**src/hdl/afrc_pkg.sv**
```systemverilog
// Package for the A/B flash record classifier: word types, class codes,
// magic tag tables, flag positions and the byte-wise CRC32 step.
// No dependencies.
package afrc_pkg;

  localparam int POS_W      = 16;
  localparam int FIFO_DEPTH = 4;
  localparam int FIFO_AW    = 2;

  localparam logic [15:0] DESC_CRC_AT = 16'd36;
  localparam logic [15:0] DESC_END    = 16'd40;
  localparam logic [15:0] HDR_CRC_AT  = 16'd28;
  localparam logic [15:0] HDR_SIZE    = 16'd32;

  localparam int F_OWNER  = 0;
  localparam int F_BODY   = 1;
  localparam int F_COMMIT = 2;
  localparam int F_TAIL   = 3;
  localparam int F_ALLFF  = 4;

  localparam logic [1:0] ACTIVE_NONE = 2'd2;

  typedef enum logic [1:0] {
    KIND_ERASED    = 2'd0,
    KIND_UNKNOWN   = 2'd1,
    KIND_OWNED     = 2'd2,
    KIND_COMMITTED = 2'd3
  } kind_t;

  typedef enum logic [1:0] {
    REG_OWNER  = 2'd0,
    REG_BODY   = 2'd1,
    REG_COMMIT = 2'd2,
    REG_TAIL   = 2'd3
  } region_t;

  typedef struct packed {
    logic       slot_index;
    logic [7:0] data_byte;
  } in_item_t;

  typedef struct packed {
    logic [1:0]  first_kind;
    logic [1:0]  second_kind;
    logic [31:0] first_generation;
    logic [31:0] second_generation;
    logic [9:0]  first_length;
    logic [9:0]  second_length;
    logic        order_ok;
    logic [1:0]  active_slot;
    logic        target_slot;
    logic [31:0] next_generation;
    logic        save_allowed;
  } out_item_t;

  typedef struct packed {
    logic             slot;
    logic [7:0]       data;
    region_t          region;
    logic [POS_W-1:0] off;
    logic             last;
  } fe_item_t;

  typedef struct packed {
    kind_t       kind;
    logic [31:0] gen;
    logic [9:0]  len;
  } summary_t;

  localparam logic [7:0] OWNER_TAG [16] = '{
    8'h53, 8'h32, 8'h50, 8'h52, 8'h4F, 8'h42, 8'h45, 8'h2D,
    8'h50, 8'h41, 8'h49, 8'h52, 8'h49, 8'h4E, 8'h47, 8'h00};
  localparam logic [7:0] BODY_TAG [8] = '{
    8'h53, 8'h32, 8'h50, 8'h41, 8'h49, 8'h52, 8'h30, 8'h31};
  localparam logic [7:0] COMMIT_TAG [16] = '{
    8'h53, 8'h32, 8'h50, 8'h41, 8'h49, 8'h52, 8'h2D, 8'h43,
    8'h4F, 8'h4D, 8'h4D, 8'h49, 8'h54, 8'h54, 8'h45, 8'h44};

  function automatic logic [31:0] crc_byte(input logic [31:0] crc, input logic [7:0] b);
    logic [31:0] c;
    c = crc ^ {24'd0, b};
    for (int k = 0; k < 8; k++) begin
      c = c[0] ? ((c >> 1) ^ 32'hEDB88320) : (c >> 1);
    end
    return c;
  endfunction

  function automatic summary_t make_summary(input logic [5:0] flags, input logic crc_eq,
                                            input logic fits, input logic [31:0] gen,
                                            input logic [9:0] len);
    summary_t s;
    s = '{kind: KIND_ERASED, gen: 32'd0, len: 10'd0};
    if (!flags[F_OWNER]) begin
      s.kind = flags[F_ALLFF] ? KIND_ERASED : KIND_UNKNOWN;
    end else if (!flags[F_TAIL]) begin
      s.kind = KIND_UNKNOWN;
    end else if (flags[F_BODY] && flags[F_COMMIT] && crc_eq && fits) begin
      s.kind = KIND_COMMITTED;
      s.gen  = gen;
      s.len  = len;
    end else begin
      s.kind = KIND_OWNED;
    end
    return s;
  endfunction

endpackage

```
**src/hdl/afrc_front.sv**
```systemverilog
// Front end: accepts words, tracks the position within the sector and tags
// each byte with its record region and offset. Depends on afrc_pkg.
module afrc_front #(
  parameter int SECTOR_BYTES = 4096,
  parameter int PAGE_BYTES   = 256,
  parameter int MAX_PAYLOAD  = 512
) (
  input  logic               clk,
  input  logic               rst_n,
  input  logic               in_valid,
  output logic               in_ready,
  input  afrc_pkg::in_item_t in_item,
  input  logic               q_full,
  output logic               q_push,
  output afrc_pkg::fe_item_t q_item
);
  import afrc_pkg::*;

  localparam int PW         = $clog2(SECTOR_BYTES);
  localparam int BODY_AT    = PAGE_BYTES;
  localparam int BODY_SPAN  = ((32 + MAX_PAYLOAD + PAGE_BYTES - 1) / PAGE_BYTES) * PAGE_BYTES;
  localparam int COMMIT_AT  = BODY_AT + BODY_SPAN;
  localparam int RECORD_END = COMMIT_AT + PAGE_BYTES;

  logic [PW-1:0]    pos_r, pos_nxt;
  logic [POS_W-1:0] rel;

  assign in_ready = !q_full;
  assign q_push   = in_valid && !q_full;
  assign rel      = POS_W'(pos_r);

  always_comb begin
    q_item.slot = in_item.slot_index;
    q_item.data = in_item.data_byte;
    q_item.last = (pos_r == PW'(SECTOR_BYTES - 1));
    if (32'(rel) < 32'(BODY_AT)) begin
      q_item.region = REG_OWNER;
      q_item.off    = rel;
    end else if (32'(rel) < 32'(COMMIT_AT)) begin
      q_item.region = REG_BODY;
      q_item.off    = rel - POS_W'(BODY_AT);
    end else if (32'(rel) < 32'(RECORD_END)) begin
      q_item.region = REG_COMMIT;
      q_item.off    = rel - POS_W'(COMMIT_AT);
    end else begin
      q_item.region = REG_TAIL;
      q_item.off    = rel;
    end
    pos_nxt = pos_r;
    if (q_push) begin
      pos_nxt = q_item.last ? '0 : pos_r + PW'(1);
    end
  end

  always_ff @(posedge clk) begin
    if (!rst_n) begin
      pos_r <= '0;
    end else begin
      pos_r <= pos_nxt;
    end
  end

endmodule

```
**config.mk**
```make
export PLATFORM = sky130hd
export DESIGN_NAME = afrc_front
export DESIGN_NICKNAME = d
export VERILOG_FILES = /design/src/hdl/afrc_pkg.sv /design/src/hdl/afrc_front.sv
export SDC_FILE = /design/constraint.sdc
export NUM_CORES = 1
export LEC_CHECK = 0
export BUFFER_PORTS_ARGS = -buffer_cell sky130_fd_sc_hd__clkbuf_2
export CORE_MARGIN = 1
export CORE_UTILIZATION = 35
export DETAILED_ROUTE_END_ITERATION = 8
export PLACE_DENSITY = 0.67
export SLEW_MARGIN = 20
export SYNTH_ARGS = -nofsm -noshare
export SYNTH_HDL_FRONTEND = slang
export SYNTH_SLANG_ARGS = --single-unit
```
**constraint.sdc**
```tcl
create_clock -name clk -period 3.8 [get_ports clk]
set_clock_uncertainty 0.1 [all_clocks]
set_input_delay 0.38 -clock clk [delete_from_list [all_inputs] [get_ports clk]]
set_output_delay 0.38 -clock clk [all_outputs]
set_load 0.02 [all_outputs]
```
==> summary.md <==
| Metric | Value |
|---|---|
| CTS resizes | `0` |
| P per Cell Area | `277.7 nW/um2` |
| Nets@finish | `123` |
| Layout cells sized above 1 | `0.3208` |
| Total wire length | `1447 um` |
| Placed Instances | `130` |
| Initial antenna violation count | `0` |
| Max Cap Viol | `0` |
| Top cells by count, synth | `buf_4 (21), dfxtp_1 (12), nor2_1 (9)` |
| H-tree levels | `1` |
| Reg2reg setup slack | `2.01 ns` |
| Synth top area cells | `dfxtp_1 (28%), buf_4 (18%), xnor2_1 (6.1%)` |
| Worst vdd ir | `164.4 uV` |
| CTS buffer count | `3` |
| Site Rows | `17` |
| CTS max path bufs | `2` |
| CP Launch Type | `flip-flop` |
| Hold Path Depth | `2` |
| Crit path kind | `reg -> out` |
| Leading area contributor after synthesis | `dfxtp_1` |
| CTS tree | `yes` |
| Final Hold Fails | `0` |
| Hold worst-path end | `pos_r[6]$_SDFFE_PN0P_` |
| CP arrival | `1.63 ns` |
| Yosys warns | `0` |
| Grt ovf | `0` |
| Sequential element share of the synthesized area | `0.2779` |
| Max_slew headroom | `0.6173` |
| CTS Root Cell | `clkbuf_4` |
| Worst slew pin tran | `0.5721 ns` |
| Placed cell areas | `852.1 um2` |
| Static Leak | `0.4091 nW` |
| Largest family of logic cells by synthesized area | `simple AND/OR/NAND/NOR gates` |
| DR iter-0 viols | `1` |
| Largest registers | `pos_r x12` |
| Final Cell Area | `888.4 um2` |
| Worst Reg2Reg Path Length in Cells | `4` |
| Routed vias | `625` |
| Die Ht | `51.70 um` |
| Hold Path Class | `in -> reg` |
| Post-synthesis xor/xnor area fraction | `0.09117` |
| Post-synth EDFFs | `0` |
| Post-synthesis compound-gate area fraction | `0.08104` |
| Count leader, synth | `buf_4` |
| Post-synthesis cell type count | `30` |
| Pre-CTS setup slack | `1.994 ns` |
| Clock latency on the worst-skew pair | `0.27 ns` |
| Register name with the most flops | `pos_r` |
| Worst-path clk slew | `0.08 ns` |
| Synth Instances | `101` |
| Ports | `43` |
| Die ar. | `2673 um2` |
| Syn avg cell area | `8.560 um2` |
| Vias in the first global route | `575` |
| Hold_sp | `rst_n` |
| Synthesized area | `864.6 um2` |
| Slew Limit Fails | `0` |
| Core Region | `2276 um2` |
| Post-synthesis mux area share | `0.02315` |
| Detailed Place HPWL | `1133 um` |
| PortBufs | `24` |
| Layout filler cell count | `235` |
| Gpl congestion | `0.6713` |
| Maximum fanout along the worst path | `7` |
| Crit path cell chain | `ha_1 -> nand3_1 -> nor4_1 -> clkbuf_2` |
| DR vias/cell | `4.664` |
| TritonCTS Sinks | `12` |
| Worst path slowest cell | `dfxtp_1` |
| Final period util | `0.5556` |
| DRT Pass-1 Iters | `2` |
| Area Overhead vs Synth | `2.750%` |
| Initial Util | `0.3799` |
| WP data required | `3.32 ns` |
| Final worst path period need | `2.111 ns` |
| Reg2reg start | `pos_r[9]$_SDFFE_PN0P_` |
| Post-synth ARST share | `0` |
| Unrepaired setup endpoints after global routing | `false` |
| Gr usage total | `0.1275` |
| WL per Instance | `10.80 um` |
| Final setup viols | `0` |
| DR DRC count | `0` |
| Setup ws final | `1.689 ns` |
| TNS Setup | `0 ns` |
| Largest net degree at the start of global routing | `10` |
| Post-Synth Simple-Gate Area | `0.2634` |
| Reg-to-reg endpoint | `pos_r[3]$_SDFFE_PN0P_` |
| Antenna Cells | `0` |
| Hold buffer count at cts | `0` |
| Max Clock Freq | `0.4736 GHz` |
| Crit path largest cell delay | `0.46 ns` |
| Post-CTS Setup Repair Bufs | `0` |
| Fin cells | `134` |
| Status | `completed` |
| Routed Antenna Nets | `0` |
| Die Width | `51.70 um` |
| First-pass GRT wire length | `2525 um` |
| Max reg flops | `12` |
| Yosys top cell area share | `0.2779` |
| Post-Synth Adder-Cell Area | `0.04342` |
| Crit. End Element | `output pin` |
| Syn_nets | `117` |
| #FFs+latches synth | `12` |
| Main synth FF type | `dfxtp_1` |
| Worst setup startpoint | `pos_r[9]$_SDFFE_PN0P_` |
## per-layer routing
metal | wire [um] | track usage | part of all wire
met2 | 650 | 0.1840 | 0.45
met3 | 102 | 0.04971 | 0.070
met4 | 2 | 0.05405 | 0.0014
met1 | 691 | 0.1667 | 0.48
met5 | 0 | 0 | 0
## worst max-delay path: cells and delay by family (launching register included)
| family | cells | cell delay (ns) |
|---|---|---|
| DFF | 1 | 0.46 |
| and+or+nand+nor | 2 | 0.46 |
| adders and majority gates | 1 | 0.21 |
| buffers and inverters | 1 | 0.23 |
## cell usage in the layout, fill, tap and decap left out, drive strengths merged
cell type / count
o21a: 1
nand3b: 1
dfxtp: 12
or3: 1
a21oi: 5
nand3: 4
ha: 3
xor2: 3
nand2b: 1
o41ai: 1
xnor2: 6
mux2i: 2
nor2: 9
nand2: 5
clkbuf: 28
nor3: 5
and2b: 1
nand4: 3
nand4b: 1
inv: 6
nor2b: 1
nor4: 2
o21ai: 2
and2: 2
or2: 1
## metrics by stage
stage	power, W	hold WS, ns	utilization
after floorplan	0.0001578	0.4017	-
after global placement	0.0001479	0.4479	0.3744
after detailed placement	0.0001484	0.4560	0.3744
after CTS	0.0002525	0.3046	0.3903
after global routing	0.0002622	0.3209	0.3903
final	0.0002467	0.3186	0.3903
## how the worst max path moves through the flow
stage | end | slack (ns) | cells after the start
2_1_floorplan | q_item[14] | 1.88 | 5
3_3_place_gp | q_item[0] | 2.00 | 4
3_5_place_dp | q_item[0] | 1.99 | 4
4_1_cts | q_item[0] | 1.67 | 4
5_1_grt | q_item[0] | 1.56 | 4
6_report | q_item[0] | 1.69 | 4
## cells by family (layout without fill, tap and decap cells)
logic type | after synthesis | in the layout
compound gates | 9 | 9
xor+xnor | 9 | 9
fa+ha+maj | 3 | 3
buf+inv | 29 | 34
flops | 12 | 12
mux | 2 | 2
simple gates | 37 | 37
## power breakdown
part / switching, W / internal, W
clock: 0.0000433 / 0.0000582
combinational: 0.00000959 / 0.00000655
sequential: 0.00000199 / 0.000127
total: 0.0000549 / 0.000192
## final cells by class
class | instances | area (um2) | area share
Clock buffer | 4 | 36.28 | 0.04085
Inverter | 6 | 22.52 | 0.02535
Timing Repair Buffer | 24 | 120.1 | 0.1352
Multi-Input combinational cell | 60 | 434.2 | 0.4887
Sequential cell | 12 | 240.2 | 0.2704
Tap cell | 28 | 35.03 | 0.03944
(Power assumes the default switching activity.)
