<file path="src/hdl/afrc_pkg.sv">
// Package for the A/B flash record classifier: word types, class codes,
// magic tag tables, flag positions and the byte-wise CRC32 step.
// No dependencies.
package afrc_pkg;

  localparam int POS_W      = 16;
  localparam int FIFO_DEPTH = 4;
  localparam int FIFO_AW    = 2;

  localparam logic [15:0] DESC_CRC_AT = 16'd36;
  localparam logic [15:0] DESC_END    = 16'd40;
  localparam logic [15:0] HDR_CRC_AT  = 16'd28;
  localparam logic [15:0] HDR_SIZE    = 16'd32;

  localparam int F_OWNER  = 0;
  localparam int F_BODY   = 1;
  localparam int F_COMMIT = 2;
  localparam int F_TAIL   = 3;
  localparam int F_ALLFF  = 4;

  localparam logic [1:0] ACTIVE_NONE = 2'd2;

  typedef enum logic [1:0] {
    KIND_ERASED    = 2'd0,
    KIND_UNKNOWN   = 2'd1,
    KIND_OWNED     = 2'd2,
    KIND_COMMITTED = 2'd3
  } kind_t;

  typedef enum logic [1:0] {
    REG_OWNER  = 2'd0,
    REG_BODY   = 2'd1,
    REG_COMMIT = 2'd2,
    REG_TAIL   = 2'd3
  } region_t;

  typedef struct packed {
    logic       slot_index;
    logic [7:0] data_byte;
  } in_item_t;

  typedef struct packed {
    logic [1:0]  first_kind;
    logic [1:0]  second_kind;
    logic [31:0] first_generation;
    logic [31:0] second_generation;
    logic [9:0]  first_length;
    logic [9:0]  second_length;
    logic        order_ok;
    logic [1:0]  active_slot;
    logic        target_slot;
    logic [31:0] next_generation;
    logic        save_allowed;
  } out_item_t;

  typedef struct packed {
    logic             slot;
    logic [7:0]       data;
    region_t          region;
    logic [POS_W-1:0] off;
    logic             last;
  } fe_item_t;

  typedef struct packed {
    kind_t       kind;
    logic [31:0] gen;
    logic [9:0]  len;
  } summary_t;

  localparam logic [7:0] OWNER_TAG [16] = '{
    8'h53, 8'h32, 8'h50, 8'h52, 8'h4F, 8'h42, 8'h45, 8'h2D,
    8'h50, 8'h41, 8'h49, 8'h52, 8'h49, 8'h4E, 8'h47, 8'h00};
  localparam logic [7:0] BODY_TAG [8] = '{
    8'h53, 8'h32, 8'h50, 8'h41, 8'h49, 8'h52, 8'h30, 8'h31};
  localparam logic [7:0] COMMIT_TAG [16] = '{
    8'h53, 8'h32, 8'h50, 8'h41, 8'h49, 8'h52, 8'h2D, 8'h43,
    8'h4F, 8'h4D, 8'h4D, 8'h49, 8'h54, 8'h54, 8'h45, 8'h44};

  function automatic logic [31:0] crc_byte(input logic [31:0] crc, input logic [7:0] b);
    logic [31:0] c;
    c = crc ^ {24'd0, b};
    for (int k = 0; k < 8; k++) begin
      c = c[0] ? ((c >> 1) ^ 32'hEDB88320) : (c >> 1);
    end
    return c;
  endfunction

  function automatic summary_t make_summary(input logic [5:0] flags, input logic crc_eq,
                                            input logic fits, input logic [31:0] gen,
                                            input logic [9:0] len);
    summary_t s;
    s = '{kind: KIND_ERASED, gen: 32'd0, len: 10'd0};
    if (!flags[F_OWNER]) begin
      s.kind = flags[F_ALLFF] ? KIND_ERASED : KIND_UNKNOWN;
    end else if (!flags[F_TAIL]) begin
      s.kind = KIND_UNKNOWN;
    end else if (flags[F_BODY] && flags[F_COMMIT] && crc_eq && fits) begin
      s.kind = KIND_COMMITTED;
      s.gen  = gen;
      s.len  = len;
    end else begin
      s.kind = KIND_OWNED;
    end
    return s;
  endfunction

endpackage

</file>
<file path="src/hdl/afrc_fifo.sv">
// Short queue of tagged bytes between the front end and the parser.
// Depends on afrc_pkg.
module afrc_fifo (
  input  logic               clk,
  input  logic               rst_n,
  input  logic               push,
  input  afrc_pkg::fe_item_t push_item,
  output logic               full,
  input  logic               pop,
  output logic               not_empty,
  output afrc_pkg::fe_item_t pop_item
);
  import afrc_pkg::*;

  fe_item_t             mem_r [FIFO_DEPTH];
  logic [FIFO_AW-1:0]   wp_r, wp_nxt, rp_r, rp_nxt;
  logic [FIFO_AW:0]     cnt_r, cnt_nxt;

  assign full      = (cnt_r == (FIFO_AW+1)'(FIFO_DEPTH));
  assign not_empty = (cnt_r != '0);
  assign pop_item  = mem_r[rp_r];

  always_comb begin
    wp_nxt  = push ? wp_r + FIFO_AW'(1) : wp_r;
    rp_nxt  = pop ? rp_r + FIFO_AW'(1) : rp_r;
    cnt_nxt = cnt_r + (FIFO_AW+1)'(push) - (FIFO_AW+1)'(pop);
  end

  always_ff @(posedge clk) begin
    if (!rst_n) begin
      wp_r  <= '0;
      rp_r  <= '0;
      cnt_r <= '0;
    end else begin
      wp_r  <= wp_nxt;
      rp_r  <= rp_nxt;
      cnt_r <= cnt_nxt;
    end
  end

  always_ff @(posedge clk) begin
    if (push) begin
      mem_r[wp_r] <= push_item;
    end
  end

endmodule

</file>
<file path="config.mk">
export PLATFORM = sky130hd
export DESIGN_NAME = afrc_fifo
export DESIGN_NICKNAME = d
export VERILOG_FILES = /design/src/hdl/afrc_pkg.sv /design/src/hdl/afrc_fifo.sv
export SDC_FILE = /design/constraint.sdc
export NUM_CORES = 1
export LEC_CHECK = 0
export BUFFER_PORTS_ARGS = -buffer_cell sky130_fd_sc_hd__buf_2
export CELL_PAD_IN_SITES_DETAIL_PLACEMENT = 0
export CELL_PAD_IN_SITES_GLOBAL_PLACEMENT = 1
export CORE_ASPECT_RATIO = 1.2
export CORE_MARGIN = 2
export CORE_UTILIZATION = 49
export CTS_CLUSTER_SIZE = 24
export DETAILED_ROUTE_END_ITERATION = 12
export GPL_TIMING_DRIVEN = 0
export MAX_ROUTING_LAYER = met4
export PLACE_DENSITY_LB_ADDON = 0.1
export RECOVER_POWER = 100
export SYNTH_ARGS = -nofsm -noshare
export SYNTH_HDL_FRONTEND = slang
export SYNTH_SLANG_ARGS = --single-unit
</file>
<file path="constraint.sdc">
create_clock -name clk -period 1.9 [get_ports clk]
set_clock_uncertainty 0.05 [all_clocks]
set_input_delay 0.095 -clock clk [delete_from_list [all_inputs] [get_ports clk]]
set_output_delay 0.095 -clock clk [all_outputs]
set_load 0.02 [all_outputs]
</file>
==> flow_summary_export.csv <==
group,metric,value,unit
cells_and_area,fill_cells,641,
yosys,async_reset_ff_share,0,%
power_and_ir_drop,leakagePower,0.00213,µW
floorplan,coreArea,9030,µm²
run,maxCapViolCount,0,
yosys,synth-seq-cells,121,
timing,slew-limit-headroom,48.1,%
yosys,syn_area,4530,µm²
floorplan,die_h,109,µm
clock_network,clkLatencyLatePin,0.51,ns
cells_and_area,final_nets,345,
floorplan,die_w,91.8,µm
cells_and_area,area_growth,34.7,%
critical_path,crit_path_end_kind,"output port",
power_and_ir_drop,powerDensity,1140,nW/µm²
yosys,yosysTopAreaCell,"edfxtp_1",
drt,drt-wirelength-per-cell,17.3,µm
yosys,yosysSeqAreaShare,78.1,%
timing,setup_viol,28,
critical_path,crit_path_start_kind,"flip-flop",
grt,antenna_found_initial,0,
critical_path,r2r_end,"cnt_r[2]$_SDFF_PN0_",
yosys,synth_warnings,0,
cells_and_area,multi_input_area,877,µm²
hold_path,holdCritStartpoint,"rst_n",
place,dp_slack,0.100,ns
critical_path,max_stage_delay,0.51,ns
timing,fin_crit_sh,104,%
critical_path,reg2reg_from,"cnt_r[0]$_SDFF_PN0_",
place,place_congestion,0.621,
timing,hold_viol,0,
clock_network,clockRootBuffer,"clkbuf_8",
drt,first_iter_violations,183,
status,violations,"negative setup slack",
timing,fmax,508,MHz
power_and_ir_drop,irDropWorstVdd,0.984,mV
power_and_ir_drop,power.total,6990,µW
hold_path,min_to,"cnt_r[1]$_SDFF_PN0_",
critical_path,path_max_fanout,7,
critical_path,cp.arrival,1.83,ns
floorplan,rows,38,
cells_and_area,seq_area,3550,µm²
timing,rsz0062_at_grt,"yes",
timing,drv_slew,0,
drt,via_count,2165,
floorplan,start_util,50.2,%
grt,grt_pass1_vias,2294,
hold_path,min_path_cells,3,
yosys,synth-edff-count,112,
timing,fin_crit,1.97,ns
grt,overflow,0,
floorplan,die_area,10000,µm²
clock_network,clockBufferDepth,2,
yosys,ys.flop_type,"edfxtp_1",
timing,fin_ws,-0.0701,ns
place,dp_hpwl,4180,µm
yosys,yosysUniqueCellTypes,20,
critical_path,cpMaxStageDelayCell,"mux4_2",
timing,tightest_slew,0.779,ns
critical_path,crit_chain,"buf_12 -> clkbuf_16 -> mux4_2 -> buf_6",
critical_path,path_class,"flip-flop to output port",
yosys,netlist.area_leader.share,74.2,%
cells_and_area,antenna_cells,0,
cells_and_area,drive_above_1_share,32.9,%
place,portBuffers,61,
yosys,syn_nets,228,
yosys,ys_top_cells_by_area,"edfxtp_1 74%, mux4_2 9.9%, mux4_1 4.6%, dfxtp_1 4.0%, ha_1 1.7%",
critical_path,cp.required,1.75,ns
clock_network,cts_tree,"built",
clock_network,numCtsBuffers,17,
drt,avgViaCountPerCell,4.93,
critical_path,ff2ff_path_depth,7,
yosys,synthTopCellsByCount,"112 x edfxtp_1, 20 x mux4_2, 9 x dfxtp_1, 8 x mux4_1, 7 x inv_1",
drt,route.detailed.drc,0,
status,outcome,"complete, but fails checks",
yosys,synthCells,189,
floorplan,io_pins,62,
clock_network,cts.clk_slew.worst_paths,0.05,ns
grt,grt_max_degree,29,
clock_network,clock-sinks,121,
hold_path,min_path_type,"primary input to flip-flop",
grt,grt.total_usage,17.1,%
drt,drtAntennaViolNets,0,
yosys,syn_area_per_cell,24.0,µm²
drt,first_pass_iters,6,
grt,grt_pass1_wl,11800,µm
drt,drt-total-wl,7590,µm
clock_network,htree_levels,4,
critical_path,r2r_slack,0.12,ns
yosys,synthMostInstantiatedCell,"edfxtp_1",
-- through the flow --
stage                     instance area, µm²  cells  util [%]  hold slack [ns]  TNS, ns
after floorplan                         4530    189         -            0.144        0
after global placement                  4990    370      55.2            0.257   -31.85
after detailed placement                4990    370      55.3            0.265        0
after CTS                               5960    436      66.0            0.258    -2.54
after global routing                    6110    439      67.6            0.286    -2.92
final                                   6110    439      67.6            0.298    -1.32
-- power breakdown --
part	total [µW]	switching (µW)	internal, µW
Combinational	920	431	489
Sequential	3110	42.9	3070
Clock	2960	1030	1930
Total	6990	1500	5480
-- state kept, by name, summed over array words and instances, names as in the netlist, named ones only --
register and cells:
cnt_r 3, rp_r 2, wp_r 2, mem_r 112
-- layout by cell type (no fill, tap or decap), types with 2 or more instances in the layout --
| cell | n |
|---|---|
| and2_2 | 4 |
| buf_6 | 28 |
| inv_1 | 7 |
| clkinv_2 | 3 |
| dfxtp_1 | 8 |
| dlygate4sd3_1 | 31 |
| buf_2 | 4 |
| clkbuf_8 | 6 |
| edfxtp_1 | 112 |
| buf_4 | 5 |
| ha_1 | 6 |
| mux4_2 | 27 |
| buf_12 | 3 |
| clkbuf_16 | 20 |
| clkbuf_1 | 33 |
| nor2_1 | 5 |
| xnor2_1 | 2 |
-- logic make-up (layout without fill, tap and decap cells) --
| family | after synthesis | in the layout | synth area share [%] |
|---|---|---|---|
| AOI/OAI and AO/OA | 2 | 2 | 0.331 |
| xor gates and xnor gates | 3 | 3 | 0.911 |
| adders and majority gates | 7 | 7 | 2.10 |
| buffers and inverters | 13 | 143 | 2.04 |
| DFF | 121 | 121 | 78.1 |
| muxes | 29 | 29 | 14.8 |
| and+or+nand+nor | 14 | 14 | 1.68 |
-- worst max path at each step --
stage	cells after the start	slack, ns	to	start
6_report	4	-0.07	pop_item[11]	flip-flop
5_1_grt	4	-0.13	pop_item[11]	flip-flop
4_1_cts	4	-0.12	pop_item[6]	flip-flop
3_5_place_dp	7	0.10	cnt_r[2]$_SDFF_PN0_	cnt_r[0]$_SDFF_PN0_
3_3_place_gp	3	-0.32	mem_r[0][14]$_DFFE_PP_	wp_r[0]$_SDFFE_PN0P_
2_1_floorplan	7	0.19	cnt_r[2]$_SDFF_PN0_	cnt_r[0]$_SDFF_PN0_
-- metal layers --
metal,track usage (%),wire [µm],vias to the layer above,part of all wire [%]
met5,-,0,-,0
met4,8.32,123,0,1.6
li1,-,-,1019,-
met2,27.9,4080,46,54
met3,5.00,206,12,2.7
met1,19.7,3170,1088,42
-- worst max-delay path: cells and delay by family, from the launching register on --
kind	cells	cell delay (ns)
buffers and inverters	3	0.45
DFF	1	0.35
muxes	1	0.51
-- area by class of cell --
| class | count | share of cell area (%) |
|---|---|---|
| buffer | 6 | 1.41 |
| clock buffer | 27 | 8.91 |
| clock inverter | 5 | 0.492 |
| inverter | 7 | 0.430 |
| multi-input combinational | 55 | 14.4 |
| sequential | 121 | 58.1 |
| tap | 120 | 2.46 |
| timing repair buffer | 98 | 13.9 |
-- timing repair --
item,CTS,global route
endpoints found under the hold margin,121,0
endpoints found under the setup margin,28,28
cloned,1,2
resized for setup,27,44
setup buffers,2,1
hold buffers,31,0
No activity file was read; power rests on OpenSTA's default activity.
